File: src/rtl/core/bgd_pkg.sv
`timescale 1ns / 1ps
// ----------------------------------------------------------------------------
// bgd_pkg
// Shared types and constants for the button gesture detector.
// ----------------------------------------------------------------------------
package bgd_pkg;

   localparam int TIMER_WIDTH_DEFAULT = 16;
   localparam int CSR_INDEX_WIDTH     = 8;
   localparam int CSR_DATA_WIDTH      = 16;
   localparam int DEBOUNCE_WIDTH      = 8;
   localparam int LIMIT_WIDTH         = 16;

   localparam logic [DEBOUNCE_WIDTH-1:0] DEBOUNCE_RESET  = 8'd5;
   localparam logic [LIMIT_WIDTH-1:0]    LONGPRESS_RESET = 16'd50;
   localparam logic [LIMIT_WIDTH-1:0]    CLICK_GAP_RESET = 16'd40;
   localparam logic                      PRESSED_RESET   = 1'b0;

   typedef enum logic [CSR_INDEX_WIDTH-1:0] {
      REG_DEBOUNCE  = 8'd0,
      REG_LONGPRESS = 8'd1,
      REG_CLICK_GAP = 8'd2,
      REG_PRESSED   = 8'd3
   } reg_index_type;

   typedef enum logic [2:0] {
      GESTURE_NONE       = 3'd0,
      GESTURE_SINGLE     = 3'd1,
      GESTURE_DOUBLE     = 3'd2,
      GESTURE_LONG_START = 3'd3,
      GESTURE_LONG_END   = 3'd4
   } gesture_type;

   typedef struct packed {
      logic [DEBOUNCE_WIDTH-1:0] debounce_samples;
      logic [LIMIT_WIDTH-1:0]    longpress_samples;
      logic [LIMIT_WIDTH-1:0]    click_gap_samples;
      logic                      pressed_level;
   } cfg_type;

   typedef struct packed {
      logic        key_down;
      gesture_type gesture;
   } result_type;

endpackage

File: src/rtl/core/bgd_core.sv
`timescale 1ns / 1ps
// ----------------------------------------------------------------------------
// bgd_core
// Debounce and gesture state; computes one result word per accepted sample.
// ----------------------------------------------------------------------------
module bgd_core #(
   parameter int TIMER_WIDTH = bgd_pkg::TIMER_WIDTH_DEFAULT
) (
   input  logic                 clock,
   input  logic                 reset,
   input  logic                 sample_accept,
   input  logic                 raw_level,
   input  logic                 enabled,
   input  bgd_pkg::cfg_type     cfg,
   output bgd_pkg::result_type  result
);
   import bgd_pkg::*;

   // compare width covers both the timers and the 16-bit limits
   localparam int CMP_WIDTH = (TIMER_WIDTH > LIMIT_WIDTH) ? TIMER_WIDTH : LIMIT_WIDTH;
   localparam logic [TIMER_WIDTH-1:0] TIMER_MAX = {TIMER_WIDTH{1'b1}};
   localparam logic [DEBOUNCE_WIDTH-1:0] EQUAL_MAX = {DEBOUNCE_WIDTH{1'b1}};

   logic                      previous_raw_ff, previous_raw_in;
   logic                      stable_level_ff, stable_level_in;
   logic [DEBOUNCE_WIDTH-1:0] equal_count_ff,  equal_count_in;
   logic [TIMER_WIDTH-1:0]    hold_timer_ff,   hold_timer_in;
   logic [TIMER_WIDTH-1:0]    gap_timer_ff,    gap_timer_in;
   logic                      have_release_ff, have_release_in;
   logic [1:0]                clicks_seen_ff,  clicks_seen_in;
   logic                      long_active_ff,  long_active_in;

   logic [CMP_WIDTH-1:0] longpress_ext, click_gap_ext;
   logic [TIMER_WIDTH-1:0] hold_inc, gap_inc;
   logic down;
   gesture_type gesture;

   assign longpress_ext = CMP_WIDTH'(cfg.longpress_samples);
   assign click_gap_ext = CMP_WIDTH'(cfg.click_gap_samples);
   assign hold_inc = (hold_timer_ff == TIMER_MAX) ? TIMER_MAX : hold_timer_ff + 1'b1;
   assign gap_inc  = (gap_timer_ff == TIMER_MAX) ? TIMER_MAX : gap_timer_ff + 1'b1;

   always_comb begin
      previous_raw_in = previous_raw_ff;
      stable_level_in = stable_level_ff;
      equal_count_in  = equal_count_ff;
      hold_timer_in   = hold_inc;
      gap_timer_in    = gap_inc;
      have_release_in = have_release_ff;
      clicks_seen_in  = clicks_seen_ff;
      long_active_in  = long_active_ff;
      gesture         = GESTURE_NONE;
      down            = 1'b0;

      if (!enabled) begin
         clicks_seen_in  = 2'd0;
         long_active_in  = 1'b0;
         have_release_in = 1'b0;
         gap_timer_in    = TIMER_MAX;
         down            = (raw_level == cfg.pressed_level);
      end else begin
         if (raw_level == previous_raw_ff) begin
            if (equal_count_ff != EQUAL_MAX) equal_count_in = equal_count_ff + 1'b1;
         end else begin
            previous_raw_in = raw_level;
            equal_count_in  = '0;
         end

         if (equal_count_in >= cfg.debounce_samples && raw_level != stable_level_ff) begin
            stable_level_in = raw_level;
            if (raw_level == cfg.pressed_level) begin
               hold_timer_in  = '0;
               long_active_in = 1'b0;
            end else if (!long_active_ff) begin
               if (have_release_ff && CMP_WIDTH'(gap_inc) < click_gap_ext) begin
                  clicks_seen_in = clicks_seen_ff + 2'd1;
                  if (clicks_seen_in == 2'd2) begin
                     gesture         = GESTURE_DOUBLE;
                     clicks_seen_in  = 2'd0;
                     have_release_in = 1'b0;
                     gap_timer_in    = TIMER_MAX;
                  end
               end else begin
                  // lone release: open a new gap
                  clicks_seen_in  = 2'd1;
                  have_release_in = 1'b1;
                  gap_timer_in    = '0;
               end
            end else begin
               long_active_in = 1'b0;
               gesture        = GESTURE_LONG_END;
            end
         end

         down = (stable_level_in == cfg.pressed_level);

         if (!down && clicks_seen_in == 2'd1 && CMP_WIDTH'(gap_timer_in) >= click_gap_ext) begin
            gesture        = GESTURE_SINGLE;
            clicks_seen_in = 2'd0;
         end

         if (down && !long_active_in && CMP_WIDTH'(hold_timer_in) >= longpress_ext) begin
            long_active_in = 1'b1;
            clicks_seen_in = 2'd0;
            gesture        = GESTURE_LONG_START;
         end
      end
   end

   assign result.key_down = down;
   assign result.gesture  = gesture;

   always_ff @(posedge clock) begin
      if (reset) begin
         previous_raw_ff <= 1'b1;
         stable_level_ff <= 1'b1;
         equal_count_ff  <= '0;
         hold_timer_ff   <= '0;
         gap_timer_ff    <= TIMER_MAX;
         have_release_ff <= 1'b0;
         clicks_seen_ff  <= 2'd0;
         long_active_ff  <= 1'b0;
      end else if (sample_accept) begin
         previous_raw_ff <= previous_raw_in;
         stable_level_ff <= stable_level_in;
         equal_count_ff  <= equal_count_in;
         hold_timer_ff   <= hold_timer_in;
         gap_timer_ff    <= gap_timer_in;
         have_release_ff <= have_release_in;
         clicks_seen_ff  <= clicks_seen_in;
         long_active_ff  <= long_active_in;
      end
   end

endmodule

File: src/rtl/core/bgd_out_reg.sv
`timescale 1ns / 1ps
// ----------------------------------------------------------------------------
// bgd_out_reg
// Output register with one skid entry; keeps the input side moving while
// the result side stalls.
// ----------------------------------------------------------------------------
module bgd_out_reg (
   input  logic                 clock,
   input  logic                 reset,
   input  logic                 load,
   input  bgd_pkg::result_type  load_word,
   output logic                 full,
   output logic                 rsp_valid,
   input  logic                 rsp_stall,
   output bgd_pkg::result_type  rsp_word
);
   import bgd_pkg::*;

   logic       main_valid_ff, main_valid_in;
   logic       skid_valid_ff, skid_valid_in;
   result_type main_word_ff,  main_word_in;
   result_type skid_word_ff,  skid_word_in;
   logic       take;

   assign take = main_valid_ff && !rsp_stall;

   always_comb begin
      main_valid_in = main_valid_ff;
      skid_valid_in = skid_valid_ff;
      main_word_in  = main_word_ff;
      skid_word_in  = skid_word_ff;
      if (skid_valid_ff) begin
         if (take) begin
            main_word_in  = skid_word_ff;
            skid_valid_in = 1'b0;
         end
      end else if (load) begin
         if (!main_valid_ff || take) begin
            main_word_in  = load_word;
            main_valid_in = 1'b1;
         end else begin
            skid_word_in  = load_word;
            skid_valid_in = 1'b1;
         end
      end else if (take) begin
         main_valid_in = 1'b0;
      end
   end

   always_ff @(posedge clock) begin
      if (reset) begin
         main_valid_ff <= 1'b0;
         skid_valid_ff <= 1'b0;
      end else begin
         main_valid_ff <= main_valid_in;
         skid_valid_ff <= skid_valid_in;
      end
   end

   always_ff @(posedge clock) begin
      main_word_ff <= main_word_in;
      skid_word_ff <= skid_word_in;
   end

   assign full      = skid_valid_ff;
   assign rsp_valid = main_valid_ff;
   assign rsp_word  = main_word_ff;

endmodule

File: src/rtl/core/button_gesture_detector.sv
`timescale 1ns / 1ps
// ----------------------------------------------------------------------------
// button_gesture_detector
// Key debouncer with click, double click and long-press classification.
// ----------------------------------------------------------------------------
//  channel | handshake             | payload
//  req     | req_valid / req_stall | req_raw_level, req_enabled
//  rsp     | rsp_valid / rsp_stall | rsp_key_down, rsp_gesture
//  csr     | csr_valid / csr_ready | csr_index, csr_data
//
//  One sample word per cycle while req_stall is low; its result word is registered.
//  The throughput is set by the single state update in bgd_core.
//  Synchronous reset restores register defaults and the released key state.
//  A stalled result is held in the output register; one more word goes to a
//  skid entry, and req_stall rises only while that entry is occupied.
// ----------------------------------------------------------------------------
module button_gesture_detector #(
   parameter int TIMER_WIDTH = bgd_pkg::TIMER_WIDTH_DEFAULT
) (
   input  logic                                 clock,
   input  logic                                 reset,
   input  logic                                 req_valid,
   output logic                                 req_stall,
   input  logic                                 req_raw_level,
   input  logic                                 req_enabled,
   output logic                                 rsp_valid,
   input  logic                                 rsp_stall,
   output logic                                 rsp_key_down,
   output logic [2:0]                           rsp_gesture,
   input  logic                                 csr_valid,
   output logic                                 csr_ready,
   input  logic [bgd_pkg::CSR_INDEX_WIDTH-1:0]  csr_index,
   input  logic [bgd_pkg::CSR_DATA_WIDTH-1:0]   csr_data
);
   import bgd_pkg::*;

   cfg_type    cfg_ff;
   logic       sample_accept;
   logic       buf_full;
   result_type core_word;
   result_type out_word;

   assign csr_ready     = 1'b1;
   assign req_stall     = buf_full;
   assign sample_accept = req_valid && !buf_full;

   always_ff @(posedge clock) begin
      if (reset) begin
         cfg_ff.debounce_samples  <= DEBOUNCE_RESET;
         cfg_ff.longpress_samples <= LONGPRESS_RESET;
         cfg_ff.click_gap_samples <= CLICK_GAP_RESET;
         cfg_ff.pressed_level     <= PRESSED_RESET;
      end else if (csr_valid && csr_ready) begin
         case (csr_index)
            REG_DEBOUNCE:  cfg_ff.debounce_samples  <= csr_data[DEBOUNCE_WIDTH-1:0];
            REG_LONGPRESS: cfg_ff.longpress_samples <= csr_data[LIMIT_WIDTH-1:0];
            REG_CLICK_GAP: cfg_ff.click_gap_samples <= csr_data[LIMIT_WIDTH-1:0];
            REG_PRESSED:   cfg_ff.pressed_level     <= csr_data[0];
            default: ;  // unknown index ignored
         endcase
      end
   end

   bgd_core #(
      .TIMER_WIDTH(TIMER_WIDTH)
   ) u_core (
      .clock        (clock),
      .reset        (reset),
      .sample_accept(sample_accept),
      .raw_level    (req_raw_level),
      .enabled      (req_enabled),
      .cfg          (cfg_ff),
      .result       (core_word)
   );

   bgd_out_reg u_out (
      .clock    (clock),
      .reset    (reset),
      .load     (sample_accept),
      .load_word(core_word),
      .full     (buf_full),
      .rsp_valid(rsp_valid),
      .rsp_stall(rsp_stall),
      .rsp_word (out_word)
   );

   assign rsp_key_down = out_word.key_down;
   assign rsp_gesture  = out_word.gesture;

   // skid entry only fills behind a held output word
   a_skid_behind_main: assert property (@(posedge clock) disable iff (reset)
      req_stall |-> rsp_valid)
      else $error("skid entry occupied with empty output register");

   a_accept_fills_output: assert property (@(posedge clock) disable iff (reset)
      (sample_accept && !rsp_valid) |=> rsp_valid)
      else $error("accepted word did not reach output register");

   a_long_start_pressed: assert property (@(posedge clock) disable iff (reset)
      (rsp_valid && rsp_gesture == GESTURE_LONG_START) |-> rsp_key_down)
      else $error("long press start with key released");

   a_release_gestures: assert property (@(posedge clock) disable iff (reset)
      (rsp_valid && (rsp_gesture == GESTURE_SINGLE || rsp_gesture == GESTURE_DOUBLE ||
                     rsp_gesture == GESTURE_LONG_END)) |-> !rsp_key_down)
      else $error("release gesture with key down");

endmodule

File: config.mk
export PLATFORM = sky130hd
export DESIGN_NAME = button_gesture_detector
export DESIGN_NICKNAME = d
export VERILOG_FILES = /design/src/rtl/core/bgd_pkg.sv /design/src/rtl/core/bgd_core.sv /design/src/rtl/core/bgd_out_reg.sv /design/src/rtl/core/button_gesture_detector.sv
export SDC_FILE = /design/constraint.sdc
export NUM_CORES = 1
export LEC_CHECK = 0
export BUFFER_PORTS_ARGS = -buffer_cell sky130_fd_sc_hd__clkbuf_2
export CORE_MARGIN = 3
export CORE_UTILIZATION = 53
export CTS_BUF_LIST = sky130_fd_sc_hd__clkbuf_4 sky130_fd_sc_hd__clkbuf_8 sky130_fd_sc_hd__clkbuf_16
export DETAILED_ROUTE_END_ITERATION = 10
export GPL_TIMING_DRIVEN = 0
export PLACE_DENSITY_LB_ADDON = 0.08
export SLEW_MARGIN = 20
export SYNTH_ARGS = -nofsm -noshare
export SYNTH_HDL_FRONTEND = slang
export SYNTH_SLANG_ARGS = --single-unit
export TNS_END_PERCENT = 5
File: constraint.sdc
create_clock -name clock -period 5.8 [get_ports clock]
set_clock_uncertainty 0.05 [all_clocks]
set_input_delay 0.58 -clock clock [delete_from_list [all_inputs] [get_ports clock]]
set_output_delay 0.58 -clock clock [all_outputs]
set_load 0.02 [all_outputs]
==> results of run 1 <==
==> metal layers <==
layer	global-route usage [%]	vias up	wire (um)
met2	44.1	174	8160
li1	-	2956	-
met4	11.5	0	544
met5	0	-	0
met1	33.2	2759	7570
met3	4.51	40	695
==> cell usage in the layout, fill, tap and decap left out, drive strengths merged, types with 5 or more instances in the layout <==
master and n:
a21o 10, xor2 11, inv 55, o21a 8
xnor2 17, a31oi 10, and3 14, nor2b 13
dfxtp 89, nor3 24, edfxtp 8, nand2b 18
a211oi 7, a211o 8, ha 58, o22a 9
o21ai 28, clkbuf 66, mux2i 23, nand3b 6
nand3 29, nor2 75, and4 7, a21oi 93
nand2 83, nand4 16, buf 27, o31ai 5
==> logic make-up after synthesis <==
| group | count (synthesis) | share of synthesized area (%) |
|---|---|---|
| AOI/OAI and AO/OA | 197 | 19.6 |
| muxes | 26 | 4.10 |
| adders and majority gates | 58 | 11.3 |
| and+or+nand+nor | 303 | 23.5 |
| DFF | 97 | 31.4 |
| buffers and inverters | 96 | 6.35 |
| other | 1 | 0.0582 |
| xor gates and xnor gates | 28 | 3.81 |
==> worst max-delay path by stage <==
| stage | cells past startpoint | end | start | slack (ns) |
|---|---|---|---|---|
| 3_3_place_gp | 23 | u_out.rsp_word[0] | u_core.equal_count_ff[0] | -0.19 |
| 3_5_place_dp | 23 | u_out.rsp_word[0] | u_core.equal_count_ff[0] | -0.46 |
| 5_1_grt | 23 | u_out.rsp_word[0] | u_core.equal_count_ff[0] | -0.07 |
| 4_1_cts | 23 | u_out.rsp_word[0] | u_core.gap_timer_ff[0] | 0.06 |
| 2_1_floorplan | 23 | u_out.rsp_word[0] | u_core.equal_count_ff[0] | 0.68 |
| 6_report | 22 | u_out.rsp_word[0] | u_core.gap_timer_ff[1] | 0.16 |
==> registers in the layout, indices dropped and copies added, names as in the netlist, 2 cells and up <==
| signal | count |
|---|---|
| u_core.clicks_seen_ff | 2 |
| u_out.skid_word_ff | 4 |
| u_core.gap_timer_ff | 16 |
| u_core.equal_count_ff | 8 |
| cfg_ff | 41 |
| u_out.rsp_word | 4 |
| u_core.hold_timer_ff | 16 |
==> metrics by stage <==
step           util [%]  instance area, um2  TNS, ns  worst slack (ns)  hold slack, ns
2_1_floorplan         -                6440        0             0.675           0.385
3_3_place_gp       58.3                6800   -0.400            -0.192           0.398
3_5_place_dp       58.3                6800    -1.72            -0.457           0.398
4_1_cts            61.7                7190        0            0.0577           0.408
5_1_grt            62.2                7250  -0.0766           -0.0732           0.433
6_report           62.2                7250        0             0.162           0.405
==> report_power, final <==
group | leakage [nW] | switching (W) | total, W | internal [W]
Combinational | 2.08 | 0.000758 | 0.00129 | 0.000530
Sequential | 0.797 | 0.0000285 | 0.000728 | 0.000700
Clock | 0.148 | 0.000283 | 0.000648 | 0.000365
==> repair_timing <==
action / 4_1_cts / 5_1_grt
setup buffers: 3 / 3
resized for setup: 12 / 11
pin swaps: 3 / 5
hold buffers: 0 / 0
endpoints found under the setup margin: 6 / 7
==> worst register-to-register path, delay by kind of cell (launching register included) <==
kind | cells | cell delay, ns
AOI/OAI and AO/OA | 8 | 1.75
adders and majority gates | 3 | 0.86
buffers and inverters | 2 | 0.29
DFF | 1 | 0.42
muxes | 1 | 0.30
and+or+nand+nor | 8 | 1.71
==> final cells by class <==
cell class,instances,area share [%]
Multi-Input combinational cell,613,56.5
Sequential cell,97,27.9
Clock buffer,10,3.45
Timing Repair Buffer,41,3.04
Buffer,42,2.90
Inverter,53,2.78
Tap cell,143,2.47
Clock inverter,6,1.00
==> summary.md, run 1 <==
| Metric | Value |
|---|---|
| Fin nets | `946` |
| Final Setup Violations | `0` |
| Root buffer cell | `clkbuf_16` |
| Final HPWL DP | `approximately 13 mm` |
| Reg2reg setup slack | `about 0.16 ns` |
| CP max-delay cell | `or4b_1` |
| Reg2Reg Launch Point | `u_core.gap_timer_ff[1]` |
| Reg area | `2020 um2` |
| Die area | `13,500 um2` |
| Multi-input gate area | `4090 um2` |
| Main synth FF type | `dfxtp_1` |
| Final hold viol count | `0` |
| Hold Path Depth | `2` |
| Cell Rows | `39` |
| Slew Viols, Final | `0` |
| Post-Route WL | `approximately 17 mm` |
| IO Port Bufs | `35` |
| Die X | `116 um` |
| Max stage delay on crit path | `0.53 ns` |
| Max IR drop VDD | `0.190 mV` |
| 1st-pass router iterations | `6` |
| Min-Delay Path Class | `register to register` |
| Seq cells post-synth | `between 90 and 100` |
| CP cell instances | `ha_2, nand3_2, nor3_4, nand4_1, mux2i_2, inv_1, ha_1, and4_1, o211a_1, o21ai_4, a21oi_4, buf_4, nand2b_1, nand2_1, ha_1, a21oi_1, nor2b_1, a2111oi_2, a21oi_1, or4b_1, o311a_1, o31a_1` |
| Setup CP Type | `register to register` |
| Fin crit share | `a little over nine tenths` |
| Routability cong. | `0.936` |
| Clock buffer depth | `2` |
| Via count | `roughly 6,000` |
| Syn avg cell area | `7.99 um2` |
| Total Power | `0.00266 W` |
| Clock Pin Slew Worst Setup and Hold Paths | `0.07 ns` |
| Largest area contributor in the netlist | `dfxtp_1` |
| Leakage Power | `about 3.0 nW` |
| Hold Path End | `cfg_ff[12]` |
| Cells after synthesis | `806` |
| Startpoint Class | `register` |
| CTS sink cnt | `97` |
| Vias/cell | `5.90` |
| Vias in the first global route | `5,645` |
| Initial antenna violation count | `0` |
| Worst Setup End Kind | `register` |
| Post-synth top cells | `a21oi_1, dfxtp_1, nand2_1, nor2_1, ha_1` |
| Buf/Inv on CP | `2` |
| CTS tree | `done` |
| CP delay by family, top | `compound AO/OA/AOI/OAI gates` |
| Layout cells sized above 1 | `13.2%` |
| # diodes | `0` |
| Async SR Flop Fraction | `0%` |
| Area Growth Syn to Fin | `12.5%` |
| Most common cell in the netlist | `a21oi_1` |
| Max_cap viols | `0` |
| Filler Cell Count | `between 1,000 and 1,500` |
| Placed cell count | `984` |
| H-tree depth | `3` |
| Post-synth EDFFs | `8` |
| Slew HR | `47.3%` |
| Crit path DAT | `5.69 ns` |
| Fin cells | `1,005` |
| Die Ht | `116 um` |
| Core Area | `11,700 um2` |
| Unrepaired setup endpoints after global routing | `yes` |
| R2r endpoint | `u_out.rsp_word[0]` |
| Num CTS Buffers | `9` |
| Status | `completed` |
| Ports | `38` |
| Initial detailed-routing violation count | `approximately 450` |
| Min-delay src | `cfg_ff[12]` |
| FF-to-FF path depth | `22` |
| CP Max Fanout | `10` |
| Synth Warn # | `0` |
| First-pass GRT wire length | `27.7 mm` |
| Later-pin clock latency in the skew report | `0.36 ns` |
| # DRC | `0` |
| Syn nets | `895` |
| GRT Util Overall | `about a quarter` |
| Post-Synthesis Cell Area | `6440 um2` |
| Largest net degree at the start of global routing | `18` |
| Initial Util | `55.2%` |
| Synth unique cells | `67` |
| P per Cell Area | `about 370 nW/um2` |
| Final ANT Viol Nets | `0` |
| Avg WL per Cell | `about 17 um` |
| Top cells by area, synth | `dfxtp_1, ha_1, a21oi_1` |
| Top cell type's share of synthesized area | `27.7%` |
| Fmax | `approximately 180 MHz` |
| GRT overflow | `0` |
| Slew @ Worst Pin | `0.791 ns` |
| Register area share after synthesis | `31.4%` |
| CP required | `5.85 ns` |
| Min Tclk post-route | `5.64 ns` |
Power figures use the tool's default switching activity.
==> run 2: changes to the inputs <==
--- a/config.mk
+++ b/config.mk
@@ -5,10 +5,11 @@
 export SDC_FILE = /design/constraint.sdc
 export NUM_CORES = 1
 export LEC_CHECK = 0
-export BUFFER_PORTS_ARGS = -buffer_cell sky130_fd_sc_hd__clkbuf_2
+export BUFFER_PORTS_ARGS = -buffer_cell sky130_fd_sc_hd__buf_2
 export CORE_MARGIN = 3
 export CORE_UTILIZATION = 53
 export CTS_BUF_LIST = sky130_fd_sc_hd__clkbuf_4 sky130_fd_sc_hd__clkbuf_8 sky130_fd_sc_hd__clkbuf_16
+export CTS_CLUSTER_SIZE = 14
 export DETAILED_ROUTE_END_ITERATION = 10
 export GPL_TIMING_DRIVEN = 0
 export PLACE_DENSITY_LB_ADDON = 0.08
==> run 2 against run 1 <==
Net effect:
- combinational power hardly changed
- highest routed layer unchanged
- design area fell by 0.48%
- largest power group unchanged
- hold slack gained 0.0052 ns
- sequential power about the same
==> summary.md, run 2 (synthesis gave the netlist of run 1 again) <==
| Metric | Value |
|---|---|
| First-pass GRT wire length | `27.3 mm` |
| Final HPWL DP | `between 10 and 15 mm` |
| # DRC | `0` |
| Largest net degree at the start of global routing | `18` |
| Multi-input gate area | `4080 um2` |
| Status | `completed` |
| Num CTS Buffers | `9` |
| Core Area | `11,700 um2` |
| Final hold viol count | `0` |
| Post-Route WL | `16.9 mm` |
| CTS sink cnt | `97` |
| Top Layer Used | `met4` |
| Crit path DAT | `between 5 and 6 ns` |
| # diodes | `0` |
| Fmax | `179 MHz` |
| Startpoint Class | `register` |
| Layout cells sized above 1 | `a little over an eighth` |
| Root buffer cell | `clkbuf_16` |
| Initial Util | `55.2%` |
| Fin cells | `1,001` |
| Top reg by flops | `cfg_ff` |
| Initial antenna violation count | `0` |
| Die area | `13,500 um2` |
| Filler Cell Count | `1,052` |
| Metal3 WL | `617 um` |
| Final core utilization | `61.9%` |
| Worst Setup End Kind | `register` |
| Vias in the first global route | `5,686` |
| Placed cell count | `just under 1,000` |
| Slew Viols, Final | `0` |
| GRT overflow | `0` |
| Max IR drop VDD | `0.250 mV` |
| Ports | `38` |
| Initial detailed-routing violation count | `351` |
| Avg WL per Cell | `16.8 um` |
| Leakage Power | `3.01 nW` |
| P per Cell Area | `between 300 and 400 nW/um2` |
| Slew @ Worst Pin | `between 0.8 and 0.9 ns` |
| H-tree depth | `3` |
| Met1 WL | `7.60 mm` |
| Met2 WL | `8.03 mm` |
| Vias/cell | `5.90` |
| Largest registers | `cfg_ff x41, u_core.gap_timer_ff x16, u_core.hold_timer_ff x16` |
| Fin crit share | `96.1%` |
| Die X | `116 um` |
| Final ANT Viol Nets | `0` |
| Setup CP Type | `register to register` |
| Routability cong. | `0.922` |
| Max_cap viols | `0` |
| Commonest cells after routing, fill and taps aside | `a21oi_1, dfxtp_1, nand2_1, nor2_1, ha_1` |
| IO Port Bufs | `35` |
| Min Tclk post-route | `between 5 and 6 ns` |
| Cell Rows | `39` |
| Die Ht | `116 um` |
| CTS tree | `done` |
| GRT Util Overall | `25.6%` |
| Setup WS pre-CTS | `-0.307 ns` |
| Total Power | `between 0.002 and 0.003 W` |
| Reg area | `2020 um2` |
| Area Growth Syn to Fin | `12.0%` |
| Via count | `~5,900` |
| Hold_buf cts | `0` |
| CP Max Fanout | `10` |
| Setup TNS Final | `0 ns` |
| Min-Delay Path Class | `register to register` |
| 1st-pass router iterations | `8` |
| Max reg flops | `41` |
| Slew HR | `between 40% and 50%` |
| Fin nets | `942` |
| Clock buffer depth | `2` |
| Later-pin clock latency in the skew report | `0.36 ns` |
| Most common cell after layout, fill and taps aside | `a21oi_1` |
| Clock Pin Slew Worst Setup and Hold Paths | `0.07 ns` |
| CP required | `about 6 ns` |
| Final Setup Violations | `0` |
| Setup ws final | `roughly 0.22 ns` |
## run 2: worst paths after layout
kind                     startpoint                 to  slack [ns]  cells past startpoint
max          u_core.gap_timer_ff[1]  u_out.rsp_word[0]        0.22                     23
min                       cfg_ff[3]          cfg_ff[3]        0.41                      2
max reg2reg  u_core.gap_timer_ff[1]  u_out.rsp_word[0]        0.22                     23
min reg2reg               cfg_ff[3]          cfg_ff[3]        0.41                      2
## run 2: metal layers
metal,GRT usage [%],up-vias
met1,32.2,2768
met3,3.47,45
met5,0,-
li1,-,2939
met2,42.9,149
met4,12.9,0
## run 2: worst max-delay path, cell delays in order (launching register included)
cell	delay, ns
dfxtp_1	0.41
ha_2	0.27
nand3_2	0.18
nor3_4	0.29
buf_4	0.16
nand4_1	0.13
mux2i_2	0.28
inv_1	0.07
ha_1	0.29
and4_1	0.21
nand2_1	0.08
and3_1	0.24
a21oi_4	0.23
buf_6	0.18
nand2b_1	0.11
nand2_1	0.06
ha_1	0.31
a21oi_1	0.16
nor2b_1	0.08
a2111oi_2	0.38
a21oi_1	0.15
or4b_1	0.54
o311a_1	0.20
o31a_1	0.27
## run 2: layout make-up
class | instances | share of cell area [%]
multi-input combinational | 613 | 56.6
clock buffer | 10 | 3.31
buffer | 41 | 2.86
clock inverter | 6 | 1.01
tap | 143 | 2.48
inverter | 53 | 2.79
sequential | 97 | 28.0
timing repair buffer | 38 | 2.91
## run 2: report_power, final
part	switching, W	internal, W	leakage (nW)
Clock	0.000288	0.000353	0.155
Combinational	0.000753	0.000533	2.06
Sequential	0.0000269	0.000700	0.797
## run 2: through the flow
step | hold WS, ns | instance area [um2]
CTS | 0.411 | 7130
detailed placement | 0.400 | 6800
finish | 0.410 | 7220
floorplan | 0.385 | 6440
global route | 0.427 | 7220
global placement | 0.398 | 6800
## run 2: repair_timing
| item | 4_1_cts | 5_1_grt |
|---|---|---|
| pin swaps | 1 | 4 |
| gates resized for setup | 5 | 17 |
| setup endpoints to repair | 6 | 9 |
| setup buffers | 0 | 3 |
| hold endpoints to repair | 0 | 0 |
==> run 3: changes to the inputs <==
--- a/config.mk
+++ b/config.mk
@@ -11,7 +11,6 @@
 export CTS_BUF_LIST = sky130_fd_sc_hd__clkbuf_4 sky130_fd_sc_hd__clkbuf_8 sky130_fd_sc_hd__clkbuf_16
 export CTS_CLUSTER_SIZE = 14
 export DETAILED_ROUTE_END_ITERATION = 10
-export GPL_TIMING_DRIVEN = 0
 export PLACE_DENSITY_LB_ADDON = 0.08
 export SLEW_MARGIN = 20
 export SYNTH_ARGS = -nofsm -noshare
==> run 3 against run 2 <==
Net effect:
- first-iteration DRC count up 43%
- largest cell class unchanged
- combinational power down 5%
- cell count down 2.9%
- utilization down 1.5 points
- clock power down 2%
- sequential power up 0.7%
- wire length down 6.0%
- largest power group unchanged
- die area unchanged
- non-clock buffer count down 29
- total power down 3.0%
==> summary.md, run 3 (synthesis gave the netlist of run 1 again) <==
| Metric | Value |
|---|---|
| Worst Setup SP | `u_core.equal_count_ff[0]` |
| Hold_buf cts | `0` |
| Via count | `5,664` |
| Leakage Power | `about 3 nW` |
| Core Area | `11,700 um2` |
| Filler Cell Count | `1,085` |
| Unrepaired setup endpoints after global routing | `no` |
| FF-to-FF path depth | `21` |
| Sw Pwr | `0.00102 W` |
| Min Tclk post-route | `5.41 ns` |
| Initial antenna violation count | `0` |
| Largest registers | `cfg_ff x41, u_core.gap_timer_ff x16, u_core.hold_timer_ff x16` |
| Die area | `13,500 um2` |
| # diodes | `0` |
| Max reg flops | `41` |
| Post-route design area | `7040 um2` |
| GRT Util Overall | `24.5%` |
| Max IR drop VDD | `0.197 mV` |
| Switching share of power | `39.6%` |
| Final hold viol count | `0` |
| Setup CP Type | `register to register` |
| Min-delay src | `cfg_ff[7]` |
| Final ANT Viol Nets | `0` |
| Sequential Power Share | `between 20% and 30%` |
| Avg WL per Cell | `16.3 um` |
| Reg2Reg Launch Point | `u_core.equal_count_ff[0]` |
| Hold Path End | `cfg_ff[7]` |
| Fraction of power consumed by combinational cells | `47.3%` |
| CTS sink cnt | `97` |
| Area Growth Syn to Fin | `9.30%` |
| Cell Rows | `39` |
| Post-Route WL | `~16 mm` |
| Pint | `about 0.0016 W` |
| # DRC | `0` |
| Routability cong. | `0.929` |
| Initial detailed-routing violation count | `between 500 and 600` |
| Startpoint Class | `register` |
| IO Port Bufs | `36` |
| CP Max Fanout | `7` |
| Fin crit share | `93.2%` |
| First-pass GRT wire length | `between 20 and 30 mm` |
| Layout cells sized above 1 | `11.3%` |
| H-tree depth | `3` |
| CP required | `5.86 ns` |
| Max_cap viols | `0` |
| Fin nets | `just over 900` |
| Fmax | `185 MHz` |
| Clock Pin Slew Worst Setup and Hold Paths | `about 0.07 ns` |
| Num CTS Buffers | `9` |
| Initial Util | `55.2%` |
| Final HPWL DP | `11.8 mm` |
| Clock group share of total power | `24.3%` |
| Worst Setup End Kind | `register` |
| Vias in the first global route | `5,425` |
| Die X | `116 um` |
| Reg2reg setup slack | `0.39 ns` |
| Later-pin clock latency in the skew report | `0.35 ns` |
| Min-Delay Path Class | `register to register` |
| Hold Path Depth | `2` |
| Most common cell after layout, fill and taps aside | `a21oi_1` |
| Ports | `38` |
| 1st-pass router iterations | `5` |
| Clock buffer depth | `2` |
| Final Setup Violations | `0` |
| P per Cell Area | `365 nW/um2` |
| CTS tree | `done` |
| Commonest cells after routing, fill and taps aside | `a21oi_1, dfxtp_1, nand2_1, nor2_1, ha_1` |
| Slew HR | `34.1%` |
| Slew @ Worst Pin | `0.989 ns` |
| Largest net degree at the start of global routing | `77` |
| Die Ht | `116 um` |
| Status | `completed` |
| Setup TNS Final | `0 ns` |
| Crit path DAT | `between 5 and 6 ns` |
| Top reg by flops | `cfg_ff` |
| Slew Viols, Final | `0` |
| Vias/cell | `5.83` |
| GRT overflow | `0` |
| Root buffer cell | `clkbuf_16` |
| R2r endpoint | `u_out.rsp_word[0]` |
| Cell Area, Placed | `about 6700 um2` |
run 3: changes by cell type in the layout (fill, tap and decap cells not counted), sizes merged:
cell      delta
clkbuf      -18
buf          -9
inv          -2
clkinv       -1
clkinvlp     +1
run 3: through the flow:
stage | instances | util (%) | setup WS [ns] | hold WS (ns) | total power (W)
floorplan | 806 | - | 0.675 | 0.385 | 0.00164
global placement | 951 | 57.1 | 0.397 | 0.394 | 0.00189
detailed placement | 952 | 57.2 | 0.161 | 0.398 | 0.00192
CTS | 968 | 59.8 | 0.131 | 0.407 | 0.00256
global route | 972 | 60.4 | 0.00720 | 0.443 | 0.00279
finish | 972 | 60.4 | 0.392 | 0.405 | 0.00257
run 3: layout make-up:
type	instances	area [um2]	share of cell area (%)
Clock buffer	12	254	3.61
Clock inverter	4	51.3	0.729
Inverter	53	201	2.86
Multi-Input combinational cell	613	4050	57.4
Sequential cell	97	2020	28.7
Tap cell	143	179	2.54
Timing Repair Buffer	50	289	4.10
run 3: power by group through the flow:
| stage | clock [W] | sequential (W) | combinational (W) |
|---|---|---|---|
| after floorplan | 0 | 0.000738 | 0.000897 |
| after global placement | 0 | 0.000744 | 0.00114 |
| after detailed placement | 0 | 0.000745 | 0.00118 |
| after CTS | 0.000637 | 0.000730 | 0.00119 |
| after global routing | 0.000667 | 0.000735 | 0.00139 |
| final | 0.000626 | 0.000731 | 0.00122 |
run 3: worst max-delay path by stage:
stage / endpoint / slack, ns / cells after the start
6_report: u_out.rsp_word[0] / 0.39 / 21
5_1_grt: u_out.rsp_word[0] / 0.007 / 21
4_1_cts: u_out.rsp_word[1] / 0.13 / 20
3_5_place_dp: u_out.rsp_word[1] / 0.16 / 20
3_3_place_gp: u_out.rsp_word[0] / 0.40 / 21
2_1_floorplan: u_out.rsp_word[0] / 0.68 / 23
run 3: metal layers:
layer / GRT usage (%) / vias to the layer above / wire length [um]
met3: 3.06 / 20 / 526
met4: 10.1 / 0 / 341
met1: 31.7 / 2631 / 7270
li1: - / 2885 / -
met5: 0 / - / 0
met2: 41.5 / 128 / 7710
run 3: repair_timing:
| item | in CTS | in global routing |
|---|---|---|
| buffers inserted | 0 | 4 |
| gates resized for setup | 0 | 7 |
| setup endpoints to repair | 0 | 8 |
run 3: critical path: stages (launching register included):
cell and delay (ns):
dfxtp_1 0.46, ha_2 0.27, and4_1 0.31, nor2_1 0.11, nand3_1 0.10, xor2_1 0.18
nor2_1 0.06, ha_1 0.30, a211oi_2 0.28, nor2_1 0.13, a211oi_4 0.43, nor3_1 0.15
nand3_1 0.23, nand2_1 0.11, ha_1 0.31, a21oi_1 0.15, nor2b_1 0.06, a2111oi_1 0.38
a21oi_1 0.14, or4b_1 0.51, o311a_1 0.19, o31a_1 0.25
